### config.mk
export PLATFORM = sky130hd
export DESIGN_NAME = string_to_integer_parser
export DESIGN_NICKNAME = d
export VERILOG_FILES = /design/src/rtl/core/s2i_pkg.sv /design/src/rtl/core/string_to_integer_parser.sv
export SDC_FILE = /design/constraint.sdc
export NUM_CORES = 2
export LEC_CHECK = 0
export BUFFER_PORTS_ARGS = -buffer_cell sky130_fd_sc_hd__buf_4
export CORE_MARGIN = 5
export CORE_UTILIZATION = 26
export CTS_CLUSTER_SIZE = 8
export DETAILED_ROUTE_END_ITERATION = 6
export GPL_ROUTABILITY_DRIVEN = 0
export HOLD_SLACK_MARGIN = 0.03
export SYNTH_ARGS = -nofsm -noshare
export SYNTH_HDL_FRONTEND = slang
export SYNTH_SLANG_ARGS = --single-unit
export TNS_END_PERCENT = 1
### constraint.sdc
create_clock -name i_clk -period 12.6 [get_ports i_clk]
set_input_delay 0.63 -clock i_clk [delete_from_list [all_inputs] [get_ports i_clk]]
set_output_delay 0.63 -clock i_clk [all_outputs]
set_load 0.01 [all_outputs]
### src/rtl/core/s2i_pkg.sv
// Shared types and constants for the string to integer parser.
// Holds the word formats of both channels, status codes and register indexes.
// No dependencies.
package s2i_pkg;

    // Longest string tracked; character indices saturate here.
    localparam int MAX_LEN = 4095;
    localparam int IDX_W   = $clog2(MAX_LEN + 1);

    // Field widths fixed by the interface.
    localparam int CH_W    = 8;
    localparam int VALUE_W = 64;
    localparam int END_W   = 12;
    localparam int RADIX_W = 6;
    localparam int CFG_W   = RADIX_W;

    // Largest reported end offset.
    localparam int OFF_MAX = 4095;

    // Configuration register indexes.
    localparam logic REG_RADIX  = 1'b0;
    localparam logic REG_SIGNED = 1'b1;

    // Result status codes.
    typedef enum logic [1:0] {
        ST_OK      = 2'd0,
        ST_RANGE   = 2'd1,
        ST_INVALID = 2'd2
    } t_status;

    // One input word: a character and the end-of-string flag.
    typedef struct packed {
        logic [CH_W-1:0] ch;
        logic            last;
    } t_in_word;

    // One result word.
    typedef struct packed {
        logic [VALUE_W-1:0] value;
        t_status            status;
        logic [END_W-1:0]   end_offset;
    } t_out_word;

endpackage

### src/rtl/core/string_to_integer_parser.sv
// Top level of the string to integer parser.
// Depends on s2i_pkg for word formats, status codes and constants.
//
// Usage: the string arrives on the input channel one character per word, with
// last set on the final character. Leading white space is skipped, one sign
// is taken, and the digits are accumulated in the base set by the radix
// register (0 picks the base from a 0x or 0 prefix). After the word that
// carries last, one result word leaves on the output channel: the 64-bit
// value, a status and the offset of the first unparsed character.
// Both channels use valid and stall; a word moves at an edge where valid is
// high and stall is low. Configuration is written through a plain write port
// while the block is idle; radix is latched at the first character and
// signed_mode is sampled at the last one.
// Throughput is one character per cycle unless a stall holds the input, set
// by the digit step (a 64 by 6 bit multiply-add with an overflow check)
// between the input register and the state registers. A result word is
// formed as its last character leaves the input register. When the receiver
// stalls, the result waits in the output register; the input register keeps
// taking characters and only a further last character stalls the sender until
// the result is taken.
// Reset clears the parse state and sets radix to 10 and signed_mode to 1.
module string_to_integer_parser (
    input  logic                           i_clk,
    input  logic                           i_rst_n,
    input  logic                           i_in_valid,
    output logic                           o_in_stall,
    input  s2i_pkg::t_in_word              i_in_word,
    output logic                           o_out_valid,
    input  logic                           i_out_stall,
    output s2i_pkg::t_out_word             o_out_word,
    input  logic                           i_cfg_we,
    input  logic                           i_cfg_idx,
    input  logic [s2i_pkg::CFG_W-1:0]      i_cfg_data
);
    import s2i_pkg::*;

    typedef enum logic [2:0] {
        PH_WS, PH_SIGN, PH_ZERO, PH_X, PH_DIGITS, PH_DONE
    } t_phase;

    localparam int PROD_W = VALUE_W + 7;
    localparam logic [RADIX_W-1:0] B8  = RADIX_W'(8);
    localparam logic [RADIX_W-1:0] B10 = RADIX_W'(10);
    localparam logic [RADIX_W-1:0] B16 = RADIX_W'(16);
    localparam logic [RADIX_W-1:0] B36 = RADIX_W'(36);
    localparam logic [VALUE_W-1:0] INT_MAX = {1'b0, {(VALUE_W-1){1'b1}}};
    localparam logic [VALUE_W-1:0] INT_MIN = {1'b1, {(VALUE_W-1){1'b0}}};

    // Digit value of a character; 36 for anything that is not a digit.
    function automatic logic [RADIX_W-1:0] digit_of(input logic [CH_W-1:0] c);
        logic [RADIX_W-1:0] d;
        d = B36;
        if (c >= "0" && c <= "9") d = RADIX_W'(c - "0");
        else if (c >= "a" && c <= "z") d = RADIX_W'(c - "a" + 8'd10);
        else if (c >= "A" && c <= "Z") d = RADIX_W'(c - "A" + 8'd10);
        return d;
    endfunction

    // Configuration registers.
    logic [RADIX_W-1:0] r_radix;
    logic               r_signed;

    // Input register.
    logic     r_in_valid;
    t_in_word r_in;

    // Parse state.
    t_phase             r_phase, n_phase;
    logic [VALUE_W-1:0] r_accum, n_accum;
    logic               r_neg, n_neg;
    logic [RADIX_W-1:0] r_eb, n_eb;
    logic [IDX_W-1:0]   r_idx, n_idx;
    logic [IDX_W-1:0]   r_stop, n_stop;
    logic               r_ovf, n_ovf;
    logic               r_perr, n_perr;

    // Output register.
    logic      r_out_valid;
    t_out_word r_out, n_out;

    logic               proc;
    logic               take;
    logic [RADIX_W-1:0] dig;
    logic [IDX_W-1:0]   next_idx;
    logic [PROD_W-1:0]  prod;
    logic               prod_ovf;
    logic               is_ws;

    // The input register moves on unless it holds a last character and the
    // output register is still occupied.
    assign proc = r_in_valid && (!r_in.last || !r_out_valid || !i_out_stall);
    assign o_in_stall  = r_in_valid && !proc;
    assign o_out_valid = r_out_valid;
    assign o_out_word  = r_out;

    assign dig      = digit_of(r_in.ch);
    assign next_idx = (r_idx < IDX_W'(MAX_LEN)) ? r_idx + 1'b1 : IDX_W'(MAX_LEN);
    assign is_ws    = (r_in.ch == 8'd32) || (r_in.ch >= 8'd9 && r_in.ch <= 8'd13);

    // Phase logic: decides the new base and whether this character is a digit.
    always_comb begin
        n_phase = r_phase;
        n_eb    = r_eb;
        n_neg   = r_neg;
        n_perr  = r_perr;
        n_stop  = r_stop;
        take    = 1'b0;
        if (r_idx == '0 && r_phase == PH_WS) begin
            n_eb = r_radix;
            if (r_radix == RADIX_W'(1) || r_radix > B36) begin
                n_perr  = 1'b1;
                n_phase = PH_DONE;
            end
        end
        unique case (n_phase)
            PH_WS, PH_SIGN: begin
                if (n_phase == PH_WS && is_ws) begin
                    n_phase = PH_WS;
                end else if (n_phase == PH_WS && r_in.ch == "+") begin
                    n_phase = PH_SIGN;
                end else if (n_phase == PH_WS && r_in.ch == "-") begin
                    n_neg   = 1'b1;
                    n_phase = PH_SIGN;
                end else if ((n_eb == '0 || n_eb == B16) && r_in.ch == "0") begin
                    n_stop  = next_idx;
                    n_phase = PH_ZERO;
                end else begin
                    if (n_eb == '0) n_eb = B10;
                    if (dig < n_eb) take = 1'b1;
                    else begin
                        n_perr  = 1'b1;
                        n_phase = PH_DONE;
                    end
                end
            end
            PH_ZERO: begin
                if (r_in.ch == "x" || r_in.ch == "X") begin
                    n_phase = PH_X;
                end else begin
                    if (n_eb == '0) n_eb = B8;
                    if (dig < n_eb) take = 1'b1;
                    else n_phase = PH_DONE;
                end
            end
            PH_X: begin
                n_eb = B16;
                if (dig < B16) take = 1'b1;
                else n_phase = PH_DONE;
            end
            PH_DIGITS: begin
                if (dig < n_eb) take = 1'b1;
                else n_phase = PH_DONE;
            end
            default: begin
                n_phase = PH_DONE;
            end
        endcase
        if (take) begin
            n_stop  = next_idx;
            n_phase = PH_DIGITS;
        end
    end

    // Digit step: accum * base + digit, saturating when it leaves 64 bits.
    assign prod     = PROD_W'(r_accum) * PROD_W'((n_eb == '0) ? B10 : n_eb)
                    + PROD_W'(dig);
    assign prod_ovf = |prod[PROD_W-1:VALUE_W];

    always_comb begin
        n_accum = r_accum;
        n_ovf   = r_ovf;
        n_idx   = next_idx;
        if (take) begin
            n_accum = prod_ovf ? {VALUE_W{1'b1}} : prod[VALUE_W-1:0];
            n_ovf   = r_ovf || prod_ovf;
        end
    end

    // Result formation for the last character.
    always_comb begin
        n_out.value      = '0;
        n_out.status     = ST_OK;
        n_out.end_offset = '0;
        if (n_perr || n_phase == PH_WS || n_phase == PH_SIGN) begin
            n_out.status = ST_INVALID;
        end else begin
            n_out.end_offset = (32'(n_stop) > 32'(OFF_MAX)) ? END_W'(OFF_MAX)
                                                           : END_W'(n_stop);
            if (r_signed) begin
                if (!n_neg) begin
                    if (n_ovf || n_accum > INT_MAX) begin
                        n_out.value  = INT_MAX;
                        n_out.status = ST_RANGE;
                    end else begin
                        n_out.value = n_accum;
                    end
                end else begin
                    if (n_ovf || n_accum > INT_MIN) begin
                        n_out.value  = INT_MIN;
                        n_out.status = ST_RANGE;
                    end else begin
                        n_out.value = '0 - n_accum;
                    end
                end
            end else if (n_ovf) begin
                n_out.value  = {VALUE_W{1'b1}};
                n_out.status = ST_RANGE;
            end else begin
                n_out.value = n_neg ? '0 - n_accum : n_accum;
            end
        end
    end

    // Configuration writes.
    always_ff @(posedge i_clk) begin
        if (!i_rst_n) begin
            r_radix  <= B10;
            r_signed <= 1'b1;
        end else if (i_cfg_we) begin
            unique case (i_cfg_idx)
                REG_RADIX:  r_radix  <= i_cfg_data;
                REG_SIGNED: r_signed <= i_cfg_data[0];
                default:    r_radix  <= r_radix;
            endcase
        end
    end

    // Input register.
    always_ff @(posedge i_clk) begin
        if (!i_rst_n) begin
            r_in_valid <= 1'b0;
        end else if (i_in_valid && !o_in_stall) begin
            r_in_valid <= 1'b1;
        end else if (proc) begin
            r_in_valid <= 1'b0;
        end
        if (i_in_valid && !o_in_stall) r_in <= i_in_word;
    end

    // Parse state: cleared after each string.
    always_ff @(posedge i_clk) begin
        if (!i_rst_n || (proc && r_in.last)) begin
            r_phase <= PH_WS;
            r_accum <= '0;
            r_neg   <= 1'b0;
            r_eb    <= '0;
            r_idx   <= '0;
            r_stop  <= '0;
            r_ovf   <= 1'b0;
            r_perr  <= 1'b0;
        end else if (proc) begin
            r_phase <= n_phase;
            r_accum <= n_accum;
            r_neg   <= n_neg;
            r_eb    <= n_eb;
            r_idx   <= n_idx;
            r_stop  <= n_stop;
            r_ovf   <= n_ovf;
            r_perr  <= n_perr;
        end
    end

    // Output register.
    always_ff @(posedge i_clk) begin
        if (!i_rst_n) begin
            r_out_valid <= 1'b0;
        end else if (proc && r_in.last) begin
            r_out_valid <= 1'b1;
        end else if (!i_out_stall) begin
            r_out_valid <= 1'b0;
        end
        if (proc && r_in.last) r_out <= n_out;
    end

    // An invalid result carries neither a value nor an offset.
    a_invalid_zero: assert property (@(posedge i_clk) disable iff (!i_rst_n)
        o_out_valid && o_out_word.status == ST_INVALID
        |-> o_out_word.value == '0 && o_out_word.end_offset == '0)
        else $error("invalid result with nonzero value or offset");

    // The parse state is back at the start after a string ends.
    a_state_clear: assert property (@(posedge i_clk) disable iff (!i_rst_n)
        proc && r_in.last |=> r_phase == PH_WS && r_idx == '0 && r_accum == '0)
        else $error("parse state not cleared after last character");

    // A new result only follows a processed last character.
    a_result_source: assert property (@(posedge i_clk) disable iff (!i_rst_n)
        r_out_valid && !($past(r_out_valid) && $past(i_out_stall))
        |-> $past(proc && r_in.last))
        else $error("result without a last character");

endmodule

# Word level (Yosys, flattened, before mapping)
# Index checks and enable logic that the tools add are counted.
[word_totals]
ff_bits = 196
inputBits = 21
output_inout_bits = 80
word_cells = 177
[classes]
add_sub_neg = 8
mul = 1
magnitude_cmp = 16
n_eq_ne = 14
mux = 78
bitwise = 1
n_reduce_logical = 42
[op_table]
columns = ["operator", "n"]
rows = [
  ["64-bit 2-to-1 mux", 6],
  ["66-bit 2-to-1 mux", 2],
  ["6-bit 2-to-1 mux", 19],
  ["12-bit 2-to-1 mux", 7],
  ["70-bit by 6-bit adder with 71-bit output", 1],
  ["64-bit by 6-bit multiplier with 70-bit output", 1],
  ["64-bit by 63-bit > comparator with 1-bit output, second input constant", 1],
  ["64-bit > comparator, second input constant", 1],
  ["1-bit by 64-bit subtractor with 64-bit output, first input constant", 1],
  ["3-bit 2-to-1 mux", 12],
  ["8-bit by 6-bit equality test with 1-bit output, second input constant", 4],
  ["1-bit 2-to-1 mux", 29],
  ["6-bit < comparator", 3],
  ["6-bit case mux with 3 select lines", 1],
  ["8-bit by 7-bit equality test with 1-bit output, second input constant", 2],
  ["8-bit by 7-bit greater-or-equal comparator with 1-bit output, second input constant", 2],
  ["8-bit by 7-bit <= comparator with 1-bit output, second input constant", 2],
  ["1-bit logical AND", 13],
  ["12-bit by 1-bit adder with 12-bit output, second input constant", 1],
  ["6-bit by 4-bit adder with 6-bit output, second input constant", 2],
  ["12-bit logical NOT", 1],
  ["6-bit logical NOT", 2],
  ["1-bit logical OR", 12],
  ["12-bit < comparator, second input constant", 1],
  ["other kinds (23)", 34],
]

# Depth between registers and ports, before layout
[logic_depth]
ltp_word = 28
depth_mapped = 54
ltp_nobuf = 47

# Worst setup path after synthesis
# OpenSTA, ideal clock, no wires.
[synth_path]
kind = "register to register"
start = "register r_idx[0]"
end = "register r_out, in the netlist o_out_word[74], data pin"
setup_ns = 0.259
arrival_ns = 10.845
t_required_ns = 12.341
setup_slack_ns = 1.496
stages_incl_launch_ff = 52
path_buffers = 5
synth_period_minus_slack_ns = 11.104
path_cell_list = "dfxtp_1 > inv_1 > ha_1 > nor4b_1 > nand4_1 > buf_4 > a31oi_1 > nor2_1 > nand3_1 > nor2b_1 > nor3_1 > o21ai_0 > a21oi_1 > nand2_1 > nand2_1 > clkbuf_1 > nand2_1 > fa_1 > [... 16 more ...] > nand2_1 > clkbuf_1 > clkbuf_1 > or3_1 > o21ai_0 > ha_1 > nand2_1 > a21oi_1 > o21ai_0 > or2_2 > a2111oi_2 > o2111ai_1 > a221oi_2 > o211ai_2 > nor4_2 > nand2_1 > and3b_1 > a211o_1"
[synth_via]
elab_chain_cells = 27
elab_cells_between_ends = 90
classes_between = "2 x add/sub; 1 x mul; 5 x order compare; 6 x eq/ne; 58 x mux; 18 x reduce/logical"
[synth_lines]
columns = ["element", "line", "text"]
rows = [
  ["from (decl)", "string_to_integer_parser.sv:72", "logic [IDX_W-1:0] r_idx, n_idx;"],
  ["from (signal assigned)", "string_to_integer_parser.sv:256", "r_idx <= n_idx;"],
  ["12-bit logical NOT (*)", "string_to_integer_parser.sv:108", "if (r_idx == '0 && r_phase == PH_WS) begin"],
  ["1-bit logical AND (*)", "string_to_integer_parser.sv:108", ""],
  ["6-bit 2-to-1 mux", "string_to_integer_parser.sv:108", ""],
  ["6-bit logical NOT", "string_to_integer_parser.sv:124, string_to_integer_parser.sv:128, string_to_integer_parser.sv:140", ""],
  ["6-bit 2-to-1 mux", "string_to_integer_parser.sv:128", "if (n_eb == '0) n_eb = B10;"],
  ["6-bit 2-to-1 mux", "string_to_integer_parser.sv:124", "end else if ((n_eb == '0 || n_eb == B16) && r_in.ch == \"0\") begin"],
  ["6-bit 2-to-1 mux", "string_to_integer_parser.sv:121", "end else if (n_phase == PH_WS && r_in.ch == \"-\") begin"],
  ["6-bit 2-to-1 mux", "string_to_integer_parser.sv:119", "end else if (n_phase == PH_WS && r_in.ch == \"+\") begin"],
  ["[... 11 more ...]", "--", ""],
  ["7-bit OR reduction", "string_to_integer_parser.sv:167", "assign prod_ovf = |prod[PROD_W-1:VALUE_W];"],
  ["64-bit 2-to-1 mux", "string_to_integer_parser.sv:174", "n_accum = prod_ovf ? {VALUE_W{1'b1}} : prod[VALUE_W-1:0];"],
  ["64-bit 2-to-1 mux", "string_to_integer_parser.sv:173", "if (take) begin"],
  ["64-bit by 63-bit > comparator with 1-bit output / 64-bit > comparator (equally long branches)", "string_to_integer_parser.sv:191, string_to_integer_parser.sv:198", ""],
  ["1-bit logical OR, on equally long branches", "string_to_integer_parser.sv:191, string_to_integer_parser.sv:198", ""],
  ["64-bit 2-to-1 mux, on equally long branches", "string_to_integer_parser.sv:191, string_to_integer_parser.sv:198", ""],
  ["66-bit 2-to-1 mux", "string_to_integer_parser.sv:190", "if (!n_neg) begin"],
  ["66-bit 2-to-1 mux", "string_to_integer_parser.sv:189", "if (r_signed) begin"],
  ["to (signal assigned)", "string_to_integer_parser.sv:272", "if (proc && r_in.last) r_out <= n_out;"],
  ["to (decl)", "string_to_integer_parser.sv:79", "t_out_word r_out, n_out;"],
]
# Mark *: on every way between the ends. The rest lies on a longest branch, timed or not. The select of a mux whose other input is x is not followed.
# A chain may end at the register's enable or synchronous reset.

# Worst setup path after layout
[layout_path]
start = "register r_in[6] (netlist name)"
end = "register r_out, in the netlist o_out_word[72], data pin"
[layout_via]
elab_chain_cells = 19
elab_cells_between_ends = 97
classes_between = "7 x add/sub; 1 x mul; 14 x order compare; 7 x eq/ne; 50 x mux; 18 x reduce/logical"
[layout_lines]
columns = ["element", "line", "text"]
rows = [
  ["from (decl)", "string_to_integer_parser.sv:65", "t_in_word r_in;"],
  ["from (signal assigned)", "string_to_integer_parser.sv:237", "if (i_in_valid && !o_in_stall) r_in <= i_in_word;"],
  ["branches (longest 19 deep; another with 70-bit by 6-bit adder with 71-bit output)", "--", ""],
]
# Parallel ways; which one is timed is not known.

==> results by stage <==
Worst setup path:
- In this run the worst path has a maximum fanout of 32.
- The startpoint of the most critical register-to-register path is r_in[6].
- The count of cells along the worst register-to-register path is 41.
- STA classifies the critical path endpoint as a register.
- In this run the critical register-to-register path is captured at o_out_word[72].
- The critical path required time is 12.87 ns.
- The cell with the biggest individual delay on the critical path is sky130_fd_sc_hd__or3b_2.
- For this run, the slowest stage of the critical path takes 0.53 ns.
- STA puts the critical path data arrival time at 12.16 ns.
- The minimum setup slack among reg-to-reg paths is 0.71 ns.
- The launching element type of the critical path is a register.
- The critical path is of the register to register type.

Floorplanning:
- The die is 328 um tall.
- The initial standard-cell utilization of the core is 0.262.
- The floorplan has 116 rows.
- The core region is 100,000 um^2.
- The horizontal extent of the die is 328 um.
- Pin placement for this block handled 101 I/O pins.
- The floorplan step defined a die boundary enclosing 108,000 um^2.

STA:
- In the finished design, the share of the clock period the worst path needs comes to 0.944.
- The final number of hold-violating endpoints is 0.
- The total setup violations reported at the end of the flow is 0.
- Setup repair after global routing could not meet its margin everywhere.
- The total count of max-transition violations in the final report is 0.
- The time the worst path needs with I/O delays and setup is 11.89 ns.
- The actual transition at the worst max-transition pin is 1.17 ns.
- Across the routed clock network, the largest skew measured is 0.0191 ns.
- The highest attainable clock frequency is 0.0841 GHz.
- The worst slew slack as a fraction of its limit is 0.214.
- The worst path setup slack after routing is 0.707 ns.
- The setup total negative slack is 0 ns.

Logic synthesis:
- The number of nets handed over by synthesis was 3,591.
- For this run, the register share of the synthesized area comes to 0.182.
- The total standard cell area after synthesis is 26,300 um^2.
- Synthesis produced 3,145 cells.
- The count of warnings emitted by yosys is 0.
- The number of enable-type register cells in the synthesized netlist is 87.
- In the synthesized netlist the dominant register cell turns out to be sky130_fd_sc_hd__dfxtp_1.
- Dividing the synthesized area by the synthesized cell count gives 8.36 um^2.
- The proportion of synthesized flip-flops having asynchronous set or reset is 0.
- The register bit total from synthesis is 196.
- The distinct cell type count after synthesis is 120.

Global route:
- The overall global routing resource usage is 0.161.
- The maximum number of pins on one net before global-route repair is 87.
- For this run the aggregate overflow at the end of global routing stands at 0.
- The busiest layer in global routing is met2.
- The met2 usage is 0.248.
- For met3 alone, demand over resource in global routing was 0.0348.
- The initial antenna violation count is 2.
- The global-route wire length before repair is 139,000 um.
- The met1 track demand over resource in global routing is 0.222.
- The number of global-route vias before repair is 23,700.

Hold path:
- Along the worst hold path, the cell count comes to 1.
- The worst hold path startpoint is i_in_word[7].
- The hold-critical path endpoint is r_in[7].
- The worst min-delay path category is input port to register.

Clock network:
- After clock tree synthesis, the clock-pin slew on the worst setup and hold paths is 0.08 ns.
- In this run, post-CTS hold repair placed 0 buffers.
- The buffer cell driving the clock tree root is sky130_fd_sc_hd__clkbuf_16.
- The maximum level of the CTS H-tree is 4.
- Clock latency on the worst-skew pair, taken at its later pin, is 0.47 ns.
- For this design, the sink count on the clock tree is 196.
- TritonCTS created 17 clock buffers.
- The clock passes through at most 2 buffers.
- TritonCTS built the clock tree.

Routing:
- After detailed routing, the number of vias per cell comes to 5.40.
- The average wire per standard cell is 19.8 um.
- The iteration count of the initial detailed-routing pass is 6.
- The remaining routing DRC violations is 0.
- For this block, the routed nets add up to 88,700 um of wire.
- The detailed router's first-iteration violation count is 2,380.
- The routed layout has 24,100 vias.
- The post-route antenna net violation count is 0.

Pwr:
- The design draws 2550 uW.
- The leakage power total is 0.0126 uW.
- The total power density per cell area is 87.7 nW/um^2.
- IR analysis of the VDD net gives a maximum drop of 0.104 mV.

Finish:
- The area growth from synthesis to final layout is 10.4%.
- The number of nets in the layout is 3,542.
- After routing the design area is 29,000 um^2.
- In the final layout, the share of cells above drive strength 1 is 0.0923.

Place:
- The HPWL after detailed placement is 68,500 um.
- Once placement finished, the instance area stood at 28,300 um^2.
- The count of buffers added on input and output ports is 100.
- Timing analysis after detailed placement gives a worst setup slack of 0.213 ns.

Job:
- The total of max-cap violations is 0.

Status:
- The run finished with clean final reports.
## worst max-delay path by stage
stage,start,endpoint,cells after the start
detailed placement,r_idx[0],o_out_word[64],42
finish,r_in[6],o_out_word[72],41
CTS,r_idx[0],o_out_word[64],42
global route,r_in[6],o_out_word[70],44
global placement,r_idx[0],o_out_word[72],42
floorplan,r_idx[0],o_out_word[74],51
## cell usage after synthesis (9+ instances only)
library cell,number,area share
sky130_fd_sc_hd__buf_1,12,0.0017
sky130_fd_sc_hd__buf_2,22,0.0042
sky130_fd_sc_hd__and2_1,363,0.086
sky130_fd_sc_hd__o21bai_1,10,0.0029
sky130_fd_sc_hd__o21a_1,20,0.0057
sky130_fd_sc_hd__or4_1,11,0.0031
sky130_fd_sc_hd__edfxtp_1,87,0.099
sky130_fd_sc_hd__fa_1,252,0.19
sky130_fd_sc_hd__dfxtp_1,109,0.083
sky130_fd_sc_hd__a21oi_1,265,0.050
sky130_fd_sc_hd__nor2b_1,22,0.0052
sky130_fd_sc_hd__clkbuf_1,179,0.026
sky130_fd_sc_hd__or3_1,35,0.0083
sky130_fd_sc_hd__nor4_1,24,0.0057
sky130_fd_sc_hd__nor2_1,282,0.040
sky130_fd_sc_hd__nand4_1,44,0.010
sky130_fd_sc_hd__nand3_1,56,0.011
sky130_fd_sc_hd__inv_1,83,0.012
sky130_fd_sc_hd__ha_1,173,0.082
sky130_fd_sc_hd__o31ai_1,14,0.0040
sky130_fd_sc_hd__o21ai_1,15,0.0029
sky130_fd_sc_hd__o211ai_1,26,0.0074
sky130_fd_sc_hd__o22ai_1,19,0.0045
sky130_fd_sc_hd__a31oi_1,45,0.011
sky130_fd_sc_hd__a211o_1,10,0.0033
sky130_fd_sc_hd__mux2i_1,29,0.011
sky130_fd_sc_hd__and3_1,21,0.0050
sky130_fd_sc_hd__nand2_1,286,0.041
sky130_fd_sc_hd__a21o_1,36,0.010
sky130_fd_sc_hd__a211oi_1,38,0.011
sky130_fd_sc_hd__o21ai_0,148,0.028
sky130_fd_sc_hd__xor2_1,39,0.013
sky130_fd_sc_hd__xnor2_1,50,0.017
sky130_fd_sc_hd__or2_2,15,0.0036
sky130_fd_sc_hd__nor3_1,82,0.016
sky130_fd_sc_hd__nand2b_1,14,0.0033
sky130_fd_sc_hd__a311oi_1,9,0.0030
## flip-flops by register name (all words and copies together), names as in the netlist
| register | count |
|---|---|
| r_idx | 12 |
| o_out_word | 78 |
| r_signed | 1 |
| r_neg | 1 |
| r_in_valid | 1 |
| r_radix | 6 |
| r_eb | 6 |
| r_stop | 12 |
| r_phase | 3 |
| r_accum | 64 |
| o_out_valid | 1 |
| r_in | 9 |
| r_perr | 1 |
| r_ovf | 1 |
## layer usage
metal	up-vias	part of all wire	wire [um]
met3	183	0.090	7950
li1	11000	-	-
met2	1105	0.44	38800
met1	11900	0.43	38500
met4	0	0.039	3440
met5	-	0	0
## stage by stage
| stage | hold WS (ns) | cells | util |
|---|---|---|---|
| 6_report | 0.350 | 4469 | 0.289 |
| 5_1_grt | 0.329 | 4466 | 0.289 |
| 4_1_cts | 0.332 | 4459 | 0.288 |
| 3_5_place_dp | 0.443 | 4427 | 0.282 |
| 3_3_place_gp | 0.438 | 4427 | 0.282 |
| 2_1_floorplan | 0.420 | 3145 | - |
## layout make-up
class,instances,area (um^2)
timing repair buffer,156,1200
clock inverter,11,161
clock buffer,21,472
fill,10700,71300
tap,1357,1700
sequential,196,4790
multi-input combinational,2641,20400
antenna,3,7.51
inverter,84,317
## power breakdown
group          total (uW)  switching (uW)  internal [uW]
combinational        1180             789            388
clock                 610             274            335
sequential            758            49.6            709
total                2550            1110           1430
## cells in the final DEF, fill, tap and decap left out, types with 8 or more instances in the layout
cell type                   Yosys  layout
sky130_fd_sc_hd__a211o_1       10      10
sky130_fd_sc_hd__a211oi_1      38      37
sky130_fd_sc_hd__a21boi_0       8       8
sky130_fd_sc_hd__a21o_1        36      36
sky130_fd_sc_hd__a21oi_1      265     264
sky130_fd_sc_hd__a311oi_1       9       9
sky130_fd_sc_hd__a31oi_1       45      44
sky130_fd_sc_hd__and2_1       363     362
sky130_fd_sc_hd__and3_1        21      21
sky130_fd_sc_hd__and4_1         8       8
sky130_fd_sc_hd__buf_4          5     154
sky130_fd_sc_hd__clkbuf_16      0      18
sky130_fd_sc_hd__dfxtp_1      109     109
sky130_fd_sc_hd__edfxtp_1      87      87
sky130_fd_sc_hd__fa_1         252     252
sky130_fd_sc_hd__ha_1         173     173
sky130_fd_sc_hd__inv_1         83      82
sky130_fd_sc_hd__mux2i_1       29      29
sky130_fd_sc_hd__nand2_1      286     280
sky130_fd_sc_hd__nand2b_1      14      14
sky130_fd_sc_hd__nand3_1       56      56
sky130_fd_sc_hd__nand4_1       44      44
sky130_fd_sc_hd__nor2_1       282     279
sky130_fd_sc_hd__nor2b_1       22      22
sky130_fd_sc_hd__nor3_1        82      81
sky130_fd_sc_hd__nor4_1        24      24
sky130_fd_sc_hd__o2111ai_1      8       8
sky130_fd_sc_hd__o211ai_1      26      26
sky130_fd_sc_hd__o21a_1        20      20
sky130_fd_sc_hd__o21ai_0      148     143
sky130_fd_sc_hd__o21ai_1       15      18
sky130_fd_sc_hd__o21bai_1      10      10
sky130_fd_sc_hd__o22ai_1       19      19
sky130_fd_sc_hd__o31ai_1       14      14
sky130_fd_sc_hd__or2_2         15      15
sky130_fd_sc_hd__or3_1         35      35
sky130_fd_sc_hd__or4_1         11      11
sky130_fd_sc_hd__xnor2_1       50      50
sky130_fd_sc_hd__xor2_1        39      39
## kinds of logic after synthesis
kind of cell,Yosys count,share of synthesized area
xor+xnor,89,0.0296
buf+inv,308,0.0470
fa+ha+maj,425,0.274
mux,34,0.0133
flops,196,0.182
simple gates,1317,0.262
compound gates,776,0.191
## critical path: cells and delay by family (launching register included)
kind | cells | cell delay [ns]
flip-flops | 1 | 0.52
buffers and inverters | 3 | 0.58
adder cells (fa/ha/maj) | 7 | 2.70
AO/OA/AOI/OAI | 17 | 4.15
AND/OR/NAND/NOR | 14 | 3.71
## repair_timing
| action | CTS | global route |
|---|---|---|
| endpoints found under the setup margin | 0 | 65 |
| buffers inserted | 0 | 7 |
| gates resized for setup | 0 | 13 |
Note: power is estimated with default switching activity, not from simulation.
